--- config.mk ---
export PLATFORM = sky130hd
export DESIGN_NAME = i2c_master_register_access_core
export DESIGN_NICKNAME = d
export VERILOG_FILES = /design/src/i2cm_pkg.sv /design/src/i2cm_core.sv /design/src/i2c_master_register_access_core.sv
export SDC_FILE = /design/constraint.sdc
export NUM_CORES = 1
export LEC_CHECK = 0
export ABC_AREA = 1
export BUFFER_PORTS_ARGS = -buffer_cell sky130_fd_sc_hd__buf_2
export CAP_MARGIN = 30
export CORE_ASPECT_RATIO = 1.75
export CORE_MARGIN = 1.5
export CORE_UTILIZATION = 40
export CTS_CLUSTER_SIZE = 16
export DETAILED_ROUTE_END_ITERATION = 10
export GPL_TIMING_DRIVEN = 0
export MAX_ROUTING_LAYER = met4
export SYNTH_ARGS = -nofsm -noshare
export SYNTH_HDL_FRONTEND = slang
export SYNTH_SLANG_ARGS = --single-unit
--- constraint.sdc ---
create_clock -name clk_i -period 2.79 [get_ports clk_i]
set_input_delay 0.558 -clock clk_i [delete_from_list [all_inputs] [get_ports clk_i]]
set_output_delay 0.558 -clock clk_i [all_outputs]
set_load 0.005 [all_outputs]
--- src/i2cm_pkg.sv ---
// Shared types and codes for the I2C master register access block.
// Depends on nothing; imported by the sequencer core and the top level.
package i2cm_pkg;

  typedef enum logic [1:0] {
    KIND_TICK     = 2'd0,
    KIND_START_WR = 2'd1,
    KIND_START_RD = 2'd2,
    KIND_SUPPLY   = 2'd3
  } kind_e;

  typedef enum logic [1:0] {
    STAT_NONE  = 2'd0,
    STAT_OK    = 2'd1,
    STAT_ABORT = 2'd2
  } status_e;

  // One input word, unpacked from the stream
  typedef struct packed {
    kind_e      kind;
    logic       sda_in;
    logic [6:0] dev_addr;
    logic [7:0] reg_addr;
    logic [7:0] length;
    logic [7:0] write_byte;
  } in_item_t;

  // One result word
  typedef struct packed {
    logic       scl;
    logic       sda_out;
    logic       busy_res;
    logic       need_byte;
    logic       read_valid;
    logic [7:0] read_byte;
    status_e    status;
  } out_item_t;

endpackage

--- src/i2cm_core.sv ---
// Bus sequencer of the I2C master: transaction state and one-word step logic.
// Depends on i2cm_pkg for the input and result word types.
module i2cm_core (
  input  logic               clk_i,
  input  logic               rst_ni,
  input  logic               step_i,
  input  i2cm_pkg::in_item_t item_i,
  output i2cm_pkg::out_item_t res_o
);
  import i2cm_pkg::*;

  typedef enum logic [3:0] {
    PH_IDLE = 4'd0,
    PH_S1   = 4'd1,
    PH_S2   = 4'd2,
    PH_TX   = 4'd3,
    PH_TACK = 4'd4,
    PH_WAIT = 4'd5,
    PH_RX   = 4'd6,
    PH_RACK = 4'd7,
    PH_STOP = 4'd8
  } phase_e;

  typedef enum logic [1:0] {
    STG_ADDR  = 2'd0,
    STG_REG   = 2'd1,
    STG_RADDR = 2'd2,
    STG_DATA  = 2'd3
  } stage_e;

  phase_e     phase_q, phase_d, ph;
  stage_e     stage_q, stage_d;
  logic       half_q, half_d, hs;
  logic [3:0] bit_q, bit_d, bc, bc_inc;
  logic [7:0] shift_q, shift_d, sh, rx_byte;
  logic [7:0] left_q, left_d, left_dec;
  logic [6:0] taddr_q, taddr_d;
  logic [7:0] raddr_q, raddr_d;
  logic       is_read_q, is_read_d;
  logic       ready_q, ready_d;
  logic       scl_q, scl_d, sda_q, sda_d;
  logic       scl, sda, rvalid;
  logic [7:0] rbyte;
  status_e    status;

  always_comb begin
    phase_d   = phase_q;
    stage_d   = stage_q;
    half_d    = half_q;
    bit_d     = bit_q;
    shift_d   = shift_q;
    left_d    = left_q;
    taddr_d   = taddr_q;
    raddr_d   = raddr_q;
    is_read_d = is_read_q;
    ready_d   = ready_q;
    scl       = scl_q;
    sda       = sda_q;
    rvalid    = 1'b0;
    rbyte     = 8'd0;
    status    = STAT_NONE;
    ph        = phase_q;
    hs        = half_q;
    bc        = bit_q;
    sh        = shift_q;
    bc_inc    = 4'd0;
    rx_byte   = 8'd0;
    left_dec  = left_q - 8'd1;

    case (item_i.kind)
      KIND_START_WR, KIND_START_RD: begin
        if (phase_q == PH_IDLE) begin
          taddr_d   = item_i.dev_addr;
          raddr_d   = item_i.reg_addr;
          left_d    = item_i.length;
          is_read_d = (item_i.kind == KIND_START_RD);
          ready_d   = 1'b0;
          stage_d   = STG_ADDR;
          half_d    = 1'b0;
          bit_d     = 4'd0;
          phase_d   = PH_S1;
        end
      end
      KIND_SUPPLY: begin
        if (phase_q == PH_WAIT && !ready_q) begin
          shift_d = item_i.write_byte;
          ready_d = 1'b1;
        end
      end
      default: begin
        // Pending write byte: launch its transmission on this tick
        if (phase_q == PH_WAIT && ready_q) begin
          ready_d = 1'b0;
          ph      = PH_TX;
          hs      = 1'b0;
          bc      = 4'd0;
        end
        phase_d = ph;
        half_d  = hs;
        bit_d   = bc;
        shift_d = sh;
        bc_inc  = bc + 4'd1;
        case (ph)
          PH_S1: begin
            scl     = 1'b1;
            sda     = 1'b1;
            phase_d = PH_S2;
          end
          PH_S2: begin
            scl     = 1'b1;
            sda     = 1'b0;
            shift_d = {taddr_q, stage_q == STG_RADDR};
            bit_d   = 4'd0;
            half_d  = 1'b0;
            phase_d = PH_TX;
          end
          PH_TX: begin
            sda = sh[7];
            if (!hs) begin
              scl    = 1'b0;
              half_d = 1'b1;
            end else begin
              scl     = 1'b1;
              shift_d = {sh[6:0], 1'b0};
              bit_d   = bc_inc;
              half_d  = 1'b0;
              if (bc_inc[3]) phase_d = PH_TACK;
            end
          end
          PH_TACK: begin
            sda = 1'b1;
            if (!hs) begin
              scl    = 1'b0;
              half_d = 1'b1;
            end else begin
              scl    = 1'b1;
              half_d = 1'b0;
              if (item_i.sda_in) begin
                // Target NACK: drop the transaction without STOP
                status  = STAT_ABORT;
                phase_d = PH_IDLE;
              end else begin
                case (stage_q)
                  STG_ADDR: begin
                    stage_d = STG_REG;
                    shift_d = raddr_q;
                    bit_d   = 4'd0;
                    phase_d = PH_TX;
                  end
                  STG_REG: begin
                    if (is_read_q) begin
                      stage_d = STG_RADDR;
                      phase_d = PH_S1;
                    end else begin
                      stage_d = STG_DATA;
                      phase_d = (left_q == 8'd0) ? PH_STOP : PH_WAIT;
                    end
                  end
                  STG_RADDR: begin
                    stage_d = STG_DATA;
                    shift_d = 8'd0;
                    bit_d   = 4'd0;
                    phase_d = (left_q == 8'd0) ? PH_STOP : PH_RX;
                  end
                  default: begin
                    left_d  = left_dec;
                    phase_d = (left_dec == 8'd0) ? PH_STOP : PH_WAIT;
                  end
                endcase
              end
            end
          end
          PH_WAIT: begin
            scl = 1'b0;
            sda = 1'b1;
          end
          PH_RX: begin
            sda     = 1'b1;
            rx_byte = {sh[6:0], item_i.sda_in};
            if (!hs) begin
              scl    = 1'b0;
              half_d = 1'b1;
            end else begin
              scl     = 1'b1;
              half_d  = 1'b0;
              shift_d = rx_byte;
              bit_d   = bc_inc;
              if (bc_inc[3]) begin
                rvalid  = 1'b1;
                rbyte   = rx_byte;
                phase_d = PH_RACK;
              end
            end
          end
          PH_RACK: begin
            // NACK the last byte, ACK the others
            sda = (left_q <= 8'd1);
            if (!hs) begin
              scl    = 1'b0;
              half_d = 1'b1;
            end else begin
              scl     = 1'b1;
              half_d  = 1'b0;
              left_d  = left_dec;
              shift_d = 8'd0;
              bit_d   = 4'd0;
              phase_d = (left_dec == 8'd0) ? PH_STOP : PH_RX;
            end
          end
          PH_STOP: begin
            scl     = 1'b1;
            sda     = 1'b0;
            status  = STAT_OK;
            phase_d = PH_IDLE;
          end
          default: begin
            scl     = 1'b1;
            sda     = 1'b1;
            phase_d = PH_IDLE;
          end
        endcase
      end
    endcase

    scl_d = scl;
    sda_d = sda;

    res_o.scl        = scl;
    res_o.sda_out    = sda;
    res_o.busy_res   = (phase_d != PH_IDLE);
    res_o.need_byte  = (phase_d == PH_WAIT) && !ready_d;
    res_o.read_valid = rvalid;
    res_o.read_byte  = rbyte;
    res_o.status     = status;
  end

  always_ff @(posedge clk_i or negedge rst_ni) begin
    if (!rst_ni) begin
      phase_q   <= PH_IDLE;
      stage_q   <= STG_ADDR;
      half_q    <= 1'b0;
      bit_q     <= 4'd0;
      shift_q   <= 8'd0;
      left_q    <= 8'd0;
      taddr_q   <= 7'd0;
      raddr_q   <= 8'd0;
      is_read_q <= 1'b0;
      ready_q   <= 1'b0;
      scl_q     <= 1'b1;
      sda_q     <= 1'b1;
    end else if (step_i) begin
      phase_q   <= phase_d;
      stage_q   <= stage_d;
      half_q    <= half_d;
      bit_q     <= bit_d;
      shift_q   <= shift_d;
      left_q    <= left_d;
      taddr_q   <= taddr_d;
      raddr_q   <= raddr_d;
      is_read_q <= is_read_d;
      ready_q   <= ready_d;
      scl_q     <= scl_d;
      sda_q     <= sda_d;
    end
  end

endmodule

--- src/i2c_master_register_access_core.sv ---
// Top level of the I2C master register access block: stream ports and word registers.
// Depends on i2cm_pkg and i2cm_core.
//
// Usage:
//   Slave channel (s_axis_*): one word per tick or command. tuser carries the
//   kind (tick, start write, start read, supply write byte); tdata carries the
//   sampled SDA level and the command arguments. Each tick stands for one
//   half-period of the bus.
//   Master channel (m_axis_*): exactly one result word per input word, in
//   order, with the SCL/SDA levels to drive, busy and need-byte flags, a
//   received byte with its valid flag, and the transaction status.
//   Result path: an accepted word is held in the input word register; its result
//   is registered in the result register and shown on m_axis_* until taken.
//   Throughput: one word per cycle while m_axis_tready is high; the sequencer step is a single pass of
//   logic between the input word register and the result register.
//   Stall: when the receiver holds tready low, the result register holds; an
//   empty input register still takes one word, and while it is full
//   s_axis_tready stays low until the result is taken.
//   Reset: both word registers empty, the sequencer idle with SCL and SDA
//   released high.
module i2c_master_register_access_core (
  input  logic        clk_i,
  input  logic        rst_ni,
  input  logic        s_axis_tvalid,
  output logic        s_axis_tready,
  // [0] sda_in, [7:1] dev_addr, [15:8] reg_addr, [23:16] length, [31:24] write_byte
  input  logic [31:0] s_axis_tdata,
  // [1:0] kind
  input  logic [1:0]  s_axis_tuser,
  output logic        m_axis_tvalid,
  input  logic        m_axis_tready,
  // [0] scl, [1] sda_out, [2] busy_res, [3] need_byte, [4] read_valid,
  // [12:5] read_byte, [14:13] status, [15] zero
  output logic [15:0] m_axis_tdata
);
  import i2cm_pkg::*;

  logic      in_vld_q;
  in_item_t  in_q;
  in_item_t  in_d;
  logic      out_vld_q;
  out_item_t out_q;
  out_item_t res;
  logic      advance;
  logic      step;

  // Result register frees up when empty or being taken this cycle
  assign advance       = !out_vld_q || m_axis_tready;
  assign step          = in_vld_q && advance;
  assign s_axis_tready = !in_vld_q || advance;

  // Unpack the incoming word
  always_comb begin
    in_d.kind       = kind_e'(s_axis_tuser);
    in_d.sda_in     = s_axis_tdata[0];
    in_d.dev_addr   = s_axis_tdata[7:1];
    in_d.reg_addr   = s_axis_tdata[15:8];
    in_d.length     = s_axis_tdata[23:16];
    in_d.write_byte = s_axis_tdata[31:24];
  end

  always_ff @(posedge clk_i or negedge rst_ni) begin
    if (!rst_ni) begin
      in_vld_q <= 1'b0;
    end else if (s_axis_tready) begin
      in_vld_q <= s_axis_tvalid;
    end
  end

  always_ff @(posedge clk_i) begin
    if (s_axis_tvalid && s_axis_tready) begin
      in_q <= in_d;
    end
  end

  i2cm_core u_core (
    .clk_i  (clk_i),
    .rst_ni (rst_ni),
    .step_i (step),
    .item_i (in_q),
    .res_o  (res)
  );

  always_ff @(posedge clk_i or negedge rst_ni) begin
    if (!rst_ni) begin
      out_vld_q <= 1'b0;
    end else if (advance) begin
      out_vld_q <= in_vld_q;
    end
  end

  always_ff @(posedge clk_i) begin
    if (step) begin
      out_q <= res;
    end
  end

  assign m_axis_tvalid = out_vld_q;
  assign m_axis_tdata  = {1'b0, out_q.status, out_q.read_byte, out_q.read_valid,
                          out_q.need_byte, out_q.busy_res, out_q.sda_out, out_q.scl};

endmodule

==> metrics.md <==
| Metric | Value |
|---|---|
| Status | `finished clean` |
| Required time of the critical path | `3.03 ns` |
| Final Cycle Share | `92.0%` |
| Synth Register Bits | `97` |
| CTS Buf Count | `9` |
| Layout cells sized above 1 | `21.0%` |
| Cells after Synth | `512` |
| Gpl congestion | `0.878` |
| Post-Synth Adder-Cell Area | `3.86%` |
| Largest family of logic cells by synthesized area | `simple AND/OR/NAND/NOR gates` |
| Port Buffers | `54` |
| Routed wire length | `11,500 um` |
| Clk Latency, worst-skew pair | `0.35 ns` |
| Residual DRC | `0` |
| Root buffer selected by CTS | `clkbuf_16` |
| Syn nets | `565` |
| Sequential share of the synthesized area | `55.0%` |
| Die area | `0.0129 mm^2` |
| RSZ-0062 raised after global routing | `false` |
| TritonCTS clock tree | `built` |
| CTS-repair resized insts | `0` |
| Post-route ant nets | `0` |
| Synth Area in Simple Gates | `19.7%` |
| Mean area per synthesized cell | `9.50 um^2` |
| Worst R2R Path Depth | `7` |
| Syn Std Cell Area | `0.00486 mm^2` |
| CP Capture Type | `register` |
| GR Overflow Total | `0` |
| VDD IR max | `0.409 mV` |
| Antenna cells | `0` |
| Wire length on met2 | `6130 um` |
| Post-synth ARST share | `49.5%` |
| Top routing layer used | `met4` |
| Drt initial violations | `214` |
| CTS hold repair buffers | `0` |
| Setup crit start kind | `register` |
| Area contributors post-synth | `edfxtp_1 (30%), dfrtp_1 (24%), nand2_1 (9.4%)` |
| Die H | `149 um` |
| Avg Vias per Cell | `5.22` |
| Hold WC Path Type | `in -> async` |
| I/O Pins | `56` |
| CTS H-tree lvls | `3` |
| Site Rows | `53` |
| Largest net degree at the start of global routing | `39` |
| F_max | `390 MHz` |
| Vias in the first global route | `3,704` |
| LEAKAGE | `0.00259 uW` |
| Mux share of post-synthesis cell area | `3.70%` |
| HPWL after detailed placement | `8760 um` |
| Synth Area in Compound Gates | `11.6%` |
| Met1 wire length | `4550 um` |
| Setup Skew | `0.00908 ns` |
| WL per Instance | `15.9 um` |
| Starting Density | `40.8%` |
| Xor/xnor cell area share of the yosys netlist | `0%` |
| Core Area | `0.0119 mm^2` |
| Unique masters post-synth | `40` |
| Post-layout util | `47.6%` |
| Post-synth top flop | `edfxtp_1` |
| Max clock buf depth | `2` |
| Cell taking the most area after synthesis | `edfxtp_1` |
| Total setup buffers inserted after CTS | `0` |
| DR vias | `3,771` |
| Pwr dens | `863 mW/mm^2` |
| Setup violators final | `0` |
| Final min period | `2.57 ns` |
| Nets | `633` |
| Total Routing Usage GR | `19.5%` |
| Worst-Margin Slew | `0.536 ns` |
| Clk slew on worst S/H paths | `0.08 ns` |
| First-pass GRT wire length | `18,500 um` |
| Worst EP arrival | `2.81 ns` |
| 1st-pass router iterations | `5` |
| CP Class | `reg -> reg` |
| Yosys warns | `0` |
| Worst slew margin | `64.2%` |
| Post-synth EDFFs | `49` |
| Max_cap viols | `0` |
| Yosys top cell area share | `30.2%` |
| Syn-to-layout area delta | `16.7%` |
| Setup TNS | `0 ns` |
| Largest fanout on the critical path | `10` |
| Final Hold Vio Count | `0` |
| WL met3 | `468 um` |
| Fillers | `1,197` |
| Slew Viols, Final | `0` |
| Initial antenna violation count | `0` |
| Clock sink count | `97` |
| Die X | `86.4 um` |
[synthesized netlist by cell type (3+ instances only)]
master,n
mux2_2,16
o211ai_1,14
nand3_1,20
buf_4,3
nand2_2,4
nand4_1,12
o21ai_2,9
ha_1,15
dfrtp_1,46
clkbuf_1,5
nor2_1,46
edfxtp_1,49
a21oi_1,16
inv_1,57
nand2_1,122
o21ai_0,40
buf_2,3
a31oi_1,5
[state kept, by name, indices dropped and copies added (netlist names), 2 cells and up]
name	cells
u_core.sh	8
u_core.raddr_q	8
u_core.bit_q	4
u_core.stage_q	2
u_core.phase_q	4
m_axis_tdata	15
u_core.left_q	8
u_core.taddr_q	7
in_q	34
[metrics by stage]
stage                     power, uW  hold slack (ns)  area [um^2]  std cells  setup WS (ns)
after detailed placement       3700            0.464         5370        706          0.248
after CTS                      4940           0.0943         5670        722          0.214
after global routing           5250           0.0990         5680        722         0.0131
final                          4900           0.0857         5680        722          0.224
after floorplan                3220            0.262         4860        512          0.728
after global placement         3640            0.458         5310        703          0.256
[report_power, final]
part           leakage (uW)  total, uW  switching [uW]  internal (uW)
Combinational       0.00138       1540             958            580
Sequential          0.00107       2140             246           1890
Clock              0.000142       1220             592            629
Total               0.00259       4900            1800           3100
[placed cells by master, fill, tap and decap left out, types with 3 or more instances in the layout]
cell type  count
buf_2         57
buf_4          3
o211ai_1      14
a31oi_1        5
dfrtp_1       46
nor2_1        46
o21ai_2        9
edfxtp_1      49
mux2_2        16
inv_1         57
a21oi_1       16
ha_1          15
nand3_1       20
nand4_1       12
o21ai_0       40
clkbuf_16      9
nand2_2        4
clkbuf_1       5
nand2_1      122
[layer usage]
| layer | vias to the layer above | track usage (%) |
|---|---|---|
| met5 | - | - |
| met2 | 92 | 33.6 |
| met1 | 1788 | 21.8 |
| li1 | 1871 | - |
| met4 | 0 | 7.58 |
| met3 | 20 | 4.21 |
[critical path, cell delays in order (launching register included)]
cell	delay, ns
edfxtp_1	0.40
inv_1	0.10
ha_1	0.50
clkinv_1	0.34
nor2_1	0.22
nand2_1	0.28
buf_2	0.30
mux2_2	0.30
[cell families after synthesis]
family,after synthesis
adder cells (fa/ha/maj),15
AO/OA/AOI/OAI,92
AND/OR/NAND/NOR,218
flip-flops,97
multiplexers,16
other,1
buffers and inverters,73
[final cells by class]
type                            instances  area (um^2)  share of cell area (%)
Timing Repair Buffer                   57          333                    5.86
Clock buffer                            9          225                    3.97
Inverter                               61          230                    4.06
Tap cell                              137          171                    3.02
Clock inverter                          7         75.1                    1.32
Buffer                                 12         67.6                    1.19
Multi-Input combinational cell        342         1900                    33.5
Sequential cell                        97         2680                    47.1
[worst paths after layout]
check | from | to | slack (ns)
worst max-delay path | in_q[32]$_DFFE_PP_ | u_core.raddr_q[6]$_DFFE_PN0P_ | 0.22
worst min-delay path | rst_ni | u_core.left_q[5]$_DFFE_PN0P_ | 0.09
worst max register to register | in_q[32]$_DFFE_PP_ | u_core.raddr_q[6]$_DFFE_PN0P_ | 0.22
worst min register to register | in_q[26]$_DFFE_PP_ | u_core.taddr_q[2]$_DFFE_PN0P_ | 0.48
max in group asynchronous | rst_ni | u_core.sda_q$_DFFE_PN1P_ | 2.12
min in group clk_i | s_axis_tdata[10] | in_q[18]$_DFFE_PP_ | 0.37
Power figures use the tool's default switching activity.
